===== src/sv/pol_pkg.sv =====
// Shared types and codes for the positional ordered list.
`default_nettype none

package pol_pkg;

   localparam int OP_W   = 3;
   localparam int VAL_W  = 32;
   localparam int POS_W  = 6;
   localparam int STAT_W = 2;
   localparam int OCC_W  = 6;

   // request word layout, lowest bits first
   localparam int REQ_DATA_W = 48;
   localparam int REQ_OP_LO  = 0;
   localparam int REQ_VAL_LO = REQ_OP_LO + OP_W;
   localparam int REQ_POS_LO = REQ_VAL_LO + VAL_W;

   // response word layout, lowest bits first
   localparam int RSP_DATA_W = 40;

   typedef enum logic [OP_W-1:0] {
      OP_APPEND   = 3'd0,
      OP_INSERT   = 3'd1,
      OP_DEL_TAIL = 3'd2,
      OP_DEL_AT   = 3'd3,
      OP_COUNT    = 3'd4,
      OP_DUMP     = 3'd5
   } op_type;

   typedef enum logic [STAT_W-1:0] {
      ST_OK    = 2'd0,
      ST_RANGE = 2'd1,
      ST_EMPTY = 2'd2,
      ST_FULL  = 2'd3
   } status_type;

   typedef enum logic [1:0] {
      S_IDLE,
      S_SHIFT_UP,
      S_SHIFT_DN,
      S_DUMP
   } state_type;

   typedef logic [OCC_W-1:0] occ_type;

   // one result handed from the sequencer to the output register
   typedef struct packed {
      logic               load;
      status_type         status;
      occ_type            occupancy;
      logic [VAL_W-1:0]   element;
      logic               element_valid;
      logic               last;
   } rsp_type;

endpackage

`default_nettype wire


===== src/sv/pol_ram.sv =====
// Generic single-clock RAM: one write port, one read port, registered read.
`default_nettype none

module pol_ram #(
   parameter int WIDTH = 32,
   parameter int DEPTH = 32
) (
   input  wire logic                     clock,
   input  wire logic                     wr_en,
   input  wire logic [$clog2(DEPTH)-1:0] wr_addr,
   input  wire logic [WIDTH-1:0]         wr_data,
   input  wire logic                     rd_en,
   input  wire logic [$clog2(DEPTH)-1:0] rd_addr,
   output logic      [WIDTH-1:0]         rd_data
);

   logic [WIDTH-1:0] mem_ff [DEPTH];
   logic [WIDTH-1:0] rd_data_ff;

   always_ff @(posedge clock) begin
      if (wr_en) begin
         mem_ff[wr_addr] <= wr_data;
      end
      if (rd_en) begin
         rd_data_ff <= mem_ff[rd_addr];
      end
   end

   assign rd_data = rd_data_ff;

endmodule

`default_nettype wire


===== src/sv/pol_seq.sv =====
// List sequencer: fill count, entry memory and the shift / dump walks.
`default_nettype none

module pol_seq #(
   parameter int DEPTH = 32
) (
   input  wire logic                         clock,
   input  wire logic                         reset,
   input  wire logic                         req_valid,
   output logic                              req_ready,
   input  wire logic [pol_pkg::OP_W-1:0]     req_op,
   input  wire logic [pol_pkg::VAL_W-1:0]    req_value,
   input  wire logic [pol_pkg::POS_W-1:0]    req_position,
   input  wire logic                         out_free,
   output pol_pkg::rsp_type                  rsp
);

   localparam int AW   = $clog2(DEPTH);
   localparam int CW   = $clog2(DEPTH + 1);
   localparam int CMPW = ((CW > pol_pkg::POS_W) ? CW : pol_pkg::POS_W) + 1;

   typedef logic [AW-1:0]   addr_type;
   typedef logic [CW-1:0]   cnt_type;
   typedef logic [CMPW-1:0] cmp_type;

   pol_pkg::state_type state_ff, state_in;
   cnt_type            count_ff, count_in;
   addr_type           cursor_ff, cursor_in;
   addr_type           target_ff, target_in;
   logic [pol_pkg::VAL_W-1:0] value_ff, value_in;

   logic                      wr_en;
   addr_type                  wr_addr;
   logic [pol_pkg::VAL_W-1:0] wr_data;
   logic                      rd_en;
   addr_type                  rd_addr;
   logic [pol_pkg::VAL_W-1:0] rd_data;

   logic    accept;
   logic    full;
   cmp_type pos_x;
   cmp_type cnt_x;

   pol_ram #(
      .WIDTH (pol_pkg::VAL_W),
      .DEPTH (DEPTH)
   ) u_entries (
      .clock   (clock),
      .wr_en   (wr_en),
      .wr_addr (wr_addr),
      .wr_data (wr_data),
      .rd_en   (rd_en),
      .rd_addr (rd_addr),
      .rd_data (rd_data)
   );

   always_ff @(posedge clock) begin
      if (reset) begin
         state_ff <= pol_pkg::S_IDLE;
         count_ff <= '0;
      end else begin
         state_ff <= state_in;
         count_ff <= count_in;
      end
      cursor_ff <= cursor_in;
      target_ff <= target_in;
      value_ff  <= value_in;
   end

   assign req_ready = (state_ff == pol_pkg::S_IDLE) && out_free;
   assign accept    = req_ready && req_valid;
   assign full      = (count_ff == cnt_type'(DEPTH));
   assign pos_x     = cmp_type'(req_position);
   assign cnt_x     = cmp_type'(count_ff);

   always_comb begin
      state_in  = state_ff;
      count_in  = count_ff;
      cursor_in = cursor_ff;
      target_in = target_ff;
      value_in  = value_ff;
      wr_en     = 1'b0;
      wr_addr   = cursor_ff;
      wr_data   = rd_data;
      rd_en     = 1'b0;
      rd_addr   = cursor_ff;
      rsp               = '0;
      rsp.status        = pol_pkg::ST_OK;
      rsp.last          = 1'b1;

      case (state_ff)
         pol_pkg::S_IDLE: begin
            if (accept) begin
               case (req_op)
                  pol_pkg::OP_APPEND: begin
                     rsp.load = 1'b1;
                     if (full) begin
                        rsp.status = pol_pkg::ST_FULL;
                     end else begin
                        wr_en    = 1'b1;
                        wr_addr  = addr_type'(count_ff);
                        wr_data  = req_value;
                        count_in = count_ff + cnt_type'(1);
                     end
                  end
                  pol_pkg::OP_INSERT: begin
                     if (pos_x == '0 || pos_x > cnt_x + cmp_type'(1)) begin
                        rsp.load   = 1'b1;
                        rsp.status = pol_pkg::ST_RANGE;
                     end else if (full) begin
                        rsp.load   = 1'b1;
                        rsp.status = pol_pkg::ST_FULL;
                     end else if (pos_x == cnt_x + cmp_type'(1)) begin
                        // insert just past the tail: no shift
                        rsp.load = 1'b1;
                        wr_en    = 1'b1;
                        wr_addr  = addr_type'(count_ff);
                        wr_data  = req_value;
                        count_in = count_ff + cnt_type'(1);
                     end else begin
                        rd_en     = 1'b1;
                        rd_addr   = addr_type'(count_ff - cnt_type'(1));
                        cursor_in = addr_type'(count_ff);
                        target_in = addr_type'(req_position - pol_pkg::POS_W'(1));
                        value_in  = req_value;
                        state_in  = pol_pkg::S_SHIFT_UP;
                     end
                  end
                  pol_pkg::OP_DEL_TAIL: begin
                     rsp.load = 1'b1;
                     if (count_ff == '0) begin
                        rsp.status = pol_pkg::ST_EMPTY;
                     end else begin
                        count_in = count_ff - cnt_type'(1);
                     end
                  end
                  pol_pkg::OP_DEL_AT: begin
                     if (pos_x == '0 || pos_x > cnt_x) begin
                        rsp.load   = 1'b1;
                        rsp.status = pol_pkg::ST_RANGE;
                     end else if (pos_x == cnt_x) begin
                        rsp.load = 1'b1;
                        count_in = count_ff - cnt_type'(1);
                     end else begin
                        // close the gap: copy slot i+1 into slot i upward
                        rd_en     = 1'b1;
                        rd_addr   = addr_type'(req_position);
                        cursor_in = addr_type'(req_position - pol_pkg::POS_W'(1));
                        state_in  = pol_pkg::S_SHIFT_DN;
                     end
                  end
                  pol_pkg::OP_DUMP: begin
                     if (count_ff == '0) begin
                        rsp.load = 1'b1;
                     end else begin
                        rd_en     = 1'b1;
                        rd_addr   = '0;
                        cursor_in = '0;
                        state_in  = pol_pkg::S_DUMP;
                     end
                  end
                  default: begin
                     rsp.load = 1'b1;
                  end
               endcase
            end
         end

         pol_pkg::S_SHIFT_UP: begin
            wr_en   = 1'b1;
            wr_addr = cursor_ff;
            if (cursor_ff == target_ff) begin
               wr_data  = value_ff;
               count_in = count_ff + cnt_type'(1);
               rsp.load = 1'b1;
               state_in = pol_pkg::S_IDLE;
            end else begin
               // slot cursor-1 just arrived; fetch cursor-2 for the next copy
               wr_data   = rd_data;
               rd_en     = (cursor_ff - addr_type'(1)) != target_ff;
               rd_addr   = cursor_ff - addr_type'(2);
               cursor_in = cursor_ff - addr_type'(1);
            end
         end

         pol_pkg::S_SHIFT_DN: begin
            wr_en   = 1'b1;
            wr_addr = cursor_ff;
            wr_data = rd_data;
            if (cnt_type'(cursor_ff) + cnt_type'(2) == count_ff) begin
               count_in = count_ff - cnt_type'(1);
               rsp.load = 1'b1;
               state_in = pol_pkg::S_IDLE;
            end else begin
               rd_en     = 1'b1;
               rd_addr   = cursor_ff + addr_type'(2);
               cursor_in = cursor_ff + addr_type'(1);
            end
         end

         pol_pkg::S_DUMP: begin
            // read data stays put while the output register is busy
            if (out_free) begin
               rsp.load          = 1'b1;
               rsp.element       = rd_data;
               rsp.element_valid = 1'b1;
               rsp.last          = (cnt_type'(cursor_ff) + cnt_type'(1) == count_ff);
               if (rsp.last) begin
                  state_in = pol_pkg::S_IDLE;
               end else begin
                  rd_en     = 1'b1;
                  rd_addr   = cursor_ff + addr_type'(1);
                  cursor_in = cursor_ff + addr_type'(1);
               end
            end
         end

         default: begin
            state_in = pol_pkg::S_IDLE;
         end
      endcase

      rsp.occupancy = pol_pkg::occ_type'(count_in);
   end

endmodule

`default_nettype wire


===== src/sv/positional_ordered_list.sv =====
// Top level of the positional ordered list: stream ports and response register.
`default_nettype none

// Ordered list of up to DEPTH signed 32-bit values, edited by 1-based
// position. Each request word carries op, value and position; ops are
// append, insert at, delete tail, delete at, count and dump. Every op
// returns one response word (status, occupancy, tlast set), except a dump
// of a non-empty list, which returns one word per value, head first, with
// tuser set on each and tlast on the tail value. Bad positions give status
// 1, delete tail on an empty list status 2, a write to a full list status
// 3; the list is left unchanged in those cases. The values live in one
// RAM with one read and one write port and a registered read, so edits
// walk the entries one per cycle: insert and delete at a position shift
// the entries between that position and the tail, and a dump reads the
// entries in turn from the head, pausing while the response register is
// busy. One request is worked on at a time; a new request is taken once
// the sequencer is idle and the response register is empty or being
// drained. Entries hold no reset value: only slots below the fill count
// are read.
module positional_ordered_list #(
   parameter int DEPTH = 32
) (
   input  wire logic                            clock,
   input  wire logic                            reset,
   // request stream
   input  wire logic                            req_tvalid,
   output logic                                 req_tready,
   // tdata: op[2:0], value[34:3], position[40:35], zero pad[47:41]
   input  wire logic [pol_pkg::REQ_DATA_W-1:0]  req_tdata,
   // response stream
   output logic                                 rsp_tvalid,
   input  wire logic                            rsp_tready,
   // tdata: status[1:0], occupancy[7:2], element[39:8]
   output logic      [pol_pkg::RSP_DATA_W-1:0]  rsp_tdata,
   // tuser: element_valid[0]
   output logic                                 rsp_tuser,
   output logic                                 rsp_tlast
);

   pol_pkg::rsp_type rsp;
   logic             out_free;

   logic                           rsp_valid_ff, rsp_valid_in;
   logic [pol_pkg::RSP_DATA_W-1:0] rsp_data_ff;
   logic                           rsp_user_ff;
   logic                           rsp_last_ff;

   pol_seq #(
      .DEPTH (DEPTH)
   ) u_seq (
      .clock        (clock),
      .reset        (reset),
      .req_valid    (req_tvalid),
      .req_ready    (req_tready),
      .req_op       (req_tdata[pol_pkg::REQ_OP_LO  +: pol_pkg::OP_W]),
      .req_value    (req_tdata[pol_pkg::REQ_VAL_LO +: pol_pkg::VAL_W]),
      .req_position (req_tdata[pol_pkg::REQ_POS_LO +: pol_pkg::POS_W]),
      .out_free     (out_free),
      .rsp          (rsp)
   );

   // response register: free when empty or being taken this cycle
   assign out_free = !rsp_valid_ff || rsp_tready;

   always_comb begin
      rsp_valid_in = rsp_valid_ff;
      if (rsp.load) begin
         rsp_valid_in = 1'b1;
      end else if (rsp_tready) begin
         rsp_valid_in = 1'b0;
      end
   end

   always_ff @(posedge clock) begin
      if (reset) begin
         rsp_valid_ff <= 1'b0;
      end else begin
         rsp_valid_ff <= rsp_valid_in;
      end
      if (rsp.load) begin
         rsp_data_ff <= {rsp.element, rsp.occupancy, rsp.status};
         rsp_user_ff <= rsp.element_valid;
         rsp_last_ff <= rsp.last;
      end
   end

   assign rsp_tvalid = rsp_valid_ff;
   assign rsp_tdata  = rsp_data_ff;
   assign rsp_tuser  = rsp_user_ff;
   assign rsp_tlast  = rsp_last_ff;

endmodule

`default_nettype wire

===== config.mk =====
export PLATFORM = sky130hd
export DESIGN_NAME = positional_ordered_list
export DESIGN_NICKNAME = d
export VERILOG_FILES = /design/src/sv/pol_pkg.sv /design/src/sv/pol_ram.sv /design/src/sv/pol_seq.sv /design/src/sv/positional_ordered_list.sv
export SDC_FILE = /design/constraint.sdc
export NUM_CORES = 2
export LEC_CHECK = 0
export BUFFER_PORTS_ARGS = -buffer_cell sky130_fd_sc_hd__buf_2
export CORE_MARGIN = 2
export CORE_UTILIZATION = 38
export DETAILED_ROUTE_END_ITERATION = 8
export HOLD_SLACK_MARGIN = 0.15
export SYNTH_ARGS = -nofsm -noshare
export SYNTH_HDL_FRONTEND = slang
export SYNTH_SLANG_ARGS = --single-unit
export TNS_END_PERCENT = 5

===== constraint.sdc =====
create_clock -name clock -period 7.15 [get_ports clock]
set_input_delay 1.43 -clock clock [delete_from_list [all_inputs] [get_ports clock]]
set_output_delay 1.43 -clock clock [all_outputs]
set_load 0.02 [all_outputs]

* Word level (Yosys, flattened, before mapping)
Memories as Yosys holds them, arrays and structs flattened. A register that Yosys moved wholly into a read port is not among the register bits. Index checks and enable logic that the tools add are counted.
Storage, ports and cells: logic and storage cells 175, output and inout port bits 44, bits in registers 93, memory bits (writable) 1024, bits of input ports 52, memories kept 1
Operators by class: bitwise operators 3, muxes and demuxes 103, $add $sub $neg 10, reduce and logical (&&, ||, !) cells 17, magnitude comparators 2, eq/ne operators 28
Memories:
- u_seq.u_entries.mem_ff | words 32, bits a word 32, rd ports 1, clocked after memory_dff 1, wr ports 1, line pol_ram.sv:17 | logic [WIDTH-1:0] mem_ff [DEPTH];
Operators with widths (count):
- 32-bit two-way mux | 6
- 32-bit one-hot mux with 2 select lines | 2
- 5-bit two-way mux | 25
- 6-bit two-way mux | 10
- 5-bit one-hot mux with 4 select lines | 2
- 5-bit one-hot mux with 3 select lines | 2
- 1-bit two-way mux | 28
- 2-bit two-way mux | 14
- 6-bit one-hot mux with 4 select lines | 1
- 6-bit == test | 3
- 3-bit inequality test (second input constant) | 6
- 6-bit one-hot mux with 3 select lines | 1
- 2-bit one-hot mux with 4 select lines | 2
- 12-bit AND reduction | 1
- 2-bit by 1-bit inequality test with 1-bit output (second input constant) | 5
- 5-bit one-hot mux with 2 select lines | 1
- 5-bit by 1-bit subtractor with 5-bit output (second input constant) | 2
- 9-bit AND reduction | 1
- 1-bit one-hot mux with 4 select lines | 2
- 6-bit by 1-bit adder with 7-bit output (second input constant) | 1
- 6-bit by 7-bit == test with 1-bit output | 1
- 6-bit by 7-bit greater-than comparator with 1-bit output | 1
- 7-bit zero test | 1
- 5-bit by 1-bit adder with 6-bit output (second input constant) | 1
- 32 further kinds | 44

* Depth between registers and ports, before layout
word-level depth 10, depth in mapped cells 21, depth with buffers taken out 15

* Cells and area by module
Synthesis repeated with hierarchy kept, for this count alone.
Unflattened totals: cells, all modules 2942, area, all modules 47549.4 um2
By module, submodules not included:
- pol_ram | cells each 2260, area an instance 40812.9 um2, sequential area each 31710.4 um2, instances 1
- pol_seq | cells each 636, area an instance 5429.0 um2, sequential area each 1421.4 um2, instances 1
- positional_ordered_list | cells each 46, area an instance 1307.5 um2, sequential area each 1281.2 um2, instances 1

* Worst setup path after synthesis
Ideal clock, no wire load.
path kind input port to flip-flop, start point in rsp_tready, end point reg rsp_data_ff, in the netlist rsp_tdata[0], enable pin, path slack 1561 ps, required time 6648 ps, library setup time 502 ps, stages 5, arrival time 5087 ps, path buffers 1, path through nand2b_1 > clkbuf_1 > and2_1 > nor2_1 > o21ai_0
RTL lines:
- start, declared | line positional_ordered_list.sv:32 | input wire logic rsp_tready,
- end signal, assigned | line positional_ordered_list.sv:81 | rsp_data_ff <= {rsp.element, rsp.occupancy, rsp.status};
- end, declared | line positional_ordered_list.sv:44 | logic [pol_pkg::RSP_DATA_W-1:0] rsp_data_ff;

* Worst setup path in the final report
start point reg u_seq.count_ff[4], end point reg u_seq.u_entries.rd_data_ff[23], in the netlist u_seq.u_entries.rd_data[23] (read register of u_seq.u_entries.mem_ff) (data pin)
Between the ends: longest elaborated chain between the ends 8, elaborated cells between the ends (all ways) 36, those cells by class add/sub: 2; order compare: 2; eq/ne: 5; mux: 24; reduce/logical: 3
Ends and longest elaborated chain:
- start, declared | line pol_seq.sv:27 | cnt_type count_ff, count_in;
- start signal, assigned | line pol_seq.sv:63 | count_ff <= count_in;
- parallel branches: the longest is 8 deep, another holds 6-bit by 1-bit adder with 7-bit output
- end, declared | line pol_ram.sv:18 | logic [WIDTH-1:0] rd_data_ff;
Several ways; the timed one is not identified. A chain may end at the register's enable or synchronous reset.

==> qor.txt <==
Vias in the first global route - 28232
R2R cell count - 16
Port Buffers - 88
WS Path Type - reg -> reg
Beginning of the worst hold path - u_seq.state_ff[1]
Clk slew on worst S/H paths - 70 ps
Initial antenna violation count - 2
Hold-fix buffers at CTS - 0
CTS Buf Count - 113
Worst vdd ir - 0.000289 V
Leak - 18.8 nW
Post-Layout Cell Count - 5143
Largest net degree at the start of global routing - 59
Hold WC Path Type - reg -> reg
Fin. Hold Viols - 0
ANT nets after route - 0
Final Wtd Congestion - 0.882
Count of cell types in the netlist - 96
CTS tree - done
CP startpoint kind - flop
Critical Path Sink Type - flop
R2r endpoint - u_seq.u_entries.rd_data[23]
Layout cells sized above 1 - 0.144
Clk_lat worst skew - 720 ps
Commonest cells after routing, fill and taps aside - 1140 x edfxtp_1, 468 x nand2_1, 342 x mux2i_1
Number of remaining DRC errors - 0
Synthesized net count - 3355
Area of the multi-input gates - 13000 um2
Data required, critical path - 7540 ps
Critical Path Start - u_seq.count_ff[4]
Inst Count DP - 4932
CTS max path bufs - 3
Peak fanout along the critical path - 33
Synthesis Warnings - 0
Final worst path period share - 0.895
Die Y - 361 um
Avg Inst Size Synth - 14.8 um2
Total Neg Setup Slack - 0 ps
FMAX - 156 MHz
RSZ-0062 raised after global routing - false
Final #Nets - 3475
FF+latch area - 34400 um2
Clk sink count - 1149
Pre-antenna DRT Iters - 8
Post-layout min period - 6400 ps
Cells on Worst Hold Path - 2
Synth-to-Final Area Change - 13.4%
Synth async-reset ratio - 0
Most common cell after layout, fill and taps aside - edfxtp_1
R2r startpoint - u_seq.count_ff[4]
Worst clock skew - 41.6 ps
Least-Margin Pin Slew - 1190 ps
Vias - 29630
R2R setup slack - 750 ps
Iter 0 DRT Violations - 3884
Max cap viols - 0
Mapped cell area - 48400 um2
Total gr overflow - 0
Critical Path AT - 6790 ps
Die area - 130000 um2
DRT Wirelength - 138 mm
Number of vias per cell - 5.76
Sequential-to-total area share from yosys stat - 0.712
CTS root buf - clkbuf_16
FP Rows - 130
GRT Overall Usage - 0.207
Top FF cell, synth - edfxtp_1
I/O pin cnt - 96
Seq cells post-synth - 1149
Detail Placement HPWL - 79.9 mm
EDFF count, synth - 1140
Core area - 126000 um2
Max Slew Vio Count - 0
PwrDens - 460 nW/um2
Global-route wire length before repair - 199 mm
# setup viols final - 0
Worst slew margin - 0.208
Drt wl/cell - 26.8 um
Filler Cells Inserted - 11246
Outcome - finished clean
Die Width - 361 um
H-tree depth - 3
Initial core utilization - 0.384
Worst Setup EP - u_seq.u_entries.rd_data[23]
Setup bufs post-CTS - 0
Post_cts resized - 0
Syn Inst Count - 3277
## sequential cells by signal (all words and copies together), names as in the netlist, 2 cells and up
name	cells
u_seq.state_ff	2
u_seq.target_ff	5
u_seq.cursor_ff	5
rsp_tdata	40
u_seq.value_ff	32
u_seq.u_entries.mem_ff	1024
u_seq.u_entries.rd_data	32
u_seq.count_ff	6
## cells in the mapped netlist (all sizes together), types with 4 or more instances
cell | count | area [um2]
edfxtp | 1140 | 34200
nand2 | 470 | 1760
mux2i | 342 | 3420
nand3 | 219 | 1100
buf | 154 | 925
nor2 | 81 | 328
a21oi | 67 | 343
clkbuf | 59 | 221
o221ai | 59 | 523
inv | 57 | 214
mux2 | 52 | 586
and3 | 48 | 300
a31oi | 47 | 307
o21ai | 44 | 220
a222oi | 42 | 420
a22oi | 39 | 293
nor4 | 27 | 169
a221oi | 26 | 228
ha | 26 | 325
xnor2 | 21 | 184
nand4 | 19 | 125
nor3 | 19 | 105
o211ai | 16 | 139
a21boi | 14 | 105
o31a | 14 | 123
a32oi | 13 | 114
nor2b | 12 | 75.1
o2111ai | 12 | 111
o32a | 11 | 110
xor2 | 11 | 96.3
dfxtp | 9 | 180
o22ai | 9 | 88.8
nand2b | 8 | 50.1
a21o | 7 | 53.8
and2 | 6 | 37.5
or2 | 6 | 37.5
a221o | 5 | 50.1
o211a | 5 | 50.1
or3 | 5 | 31.3
o31ai | 4 | 30.0
## cell type report
type                            count  area share
Sequential cell                  1149       0.628
Multi-Input combinational cell   1856       0.236
Clock buffer                      147      0.0539
Tap cell                         1650      0.0376
Timing Repair Buffer              218      0.0318
Clock inverter                     61     0.00851
Inverter                           59     0.00404
Antenna cell                        3    0.000137
## where the power goes
part | switching [W] | leakage, nW | internal (W)
Combinational | 0.00717 | 6.76 | 0.00336
Clock | 0.00252 | 1.65 | 0.00312
Sequential | 0.000221 | 10.4 | 0.00883
## worst min-delay path by stage
stage / to
after global routing: u_seq.state_ff[0]
after detailed placement: u_seq.state_ff[0]
after floorplan: u_seq.state_ff[1]
after global placement: u_seq.state_ff[0]
final: u_seq.state_ff[1]
after CTS: u_seq.state_ff[0]
## through the flow
step,worst slack [ps],total power (W),utilization,cell area [um2],hold slack (ps)
floorplan,1560,0.0159,-,48400,472
global placement,892,0.0195,0.408,51400,504
detailed placement,896,0.0196,0.408,51400,510
CTS,890,0.0252,0.436,54800,522
global route,476,0.0263,0.436,54800,548
finish,749,0.0252,0.436,54800,529
## cell families after synthesis
logic type | Yosys count | synth area share
XOR/XNOR | 32 | 0.00580
AO/OA/AOI/OAI | 470 | 0.0768
buffers and inverters | 272 | 0.0283
adder cells (fa/ha/maj) | 26 | 0.00673
flip-flops | 1149 | 0.712
multiplexers | 394 | 0.0829
AND/OR/NAND/NOR | 934 | 0.0880
## critical path, cell delays in order, from the launching register on
cell	delay [ps]
dfxtp_1	660
clkinv_1	400
nor3_1	220
nand3_1	110
xnor2_1	430
ha_1	360
a21oi_1	170
nand2_1	110
o211ai_1	430
nand4_1	280
a22o_1	500
a2bb2oi_4	730
buf_12	330
mux2i_1	240
mux2i_1	90
a221oi_1	680
a22oi_1	300
## per-layer routing
metal / GRT usage / wire length (um) / part of all wire / vias up
met3: 0.0315 / 11300 / 0.082 / 199
met1: 0.300 / 59800 / 0.43 / 15094
met5: 0 / 0 / 0 / -
met4: 0.0512 / 3070 / 0.022 / 0
met2: 0.329 / 63900 / 0.46 / 1359
li1: - / - / - / 12978
Power figures use the tool's default switching activity.
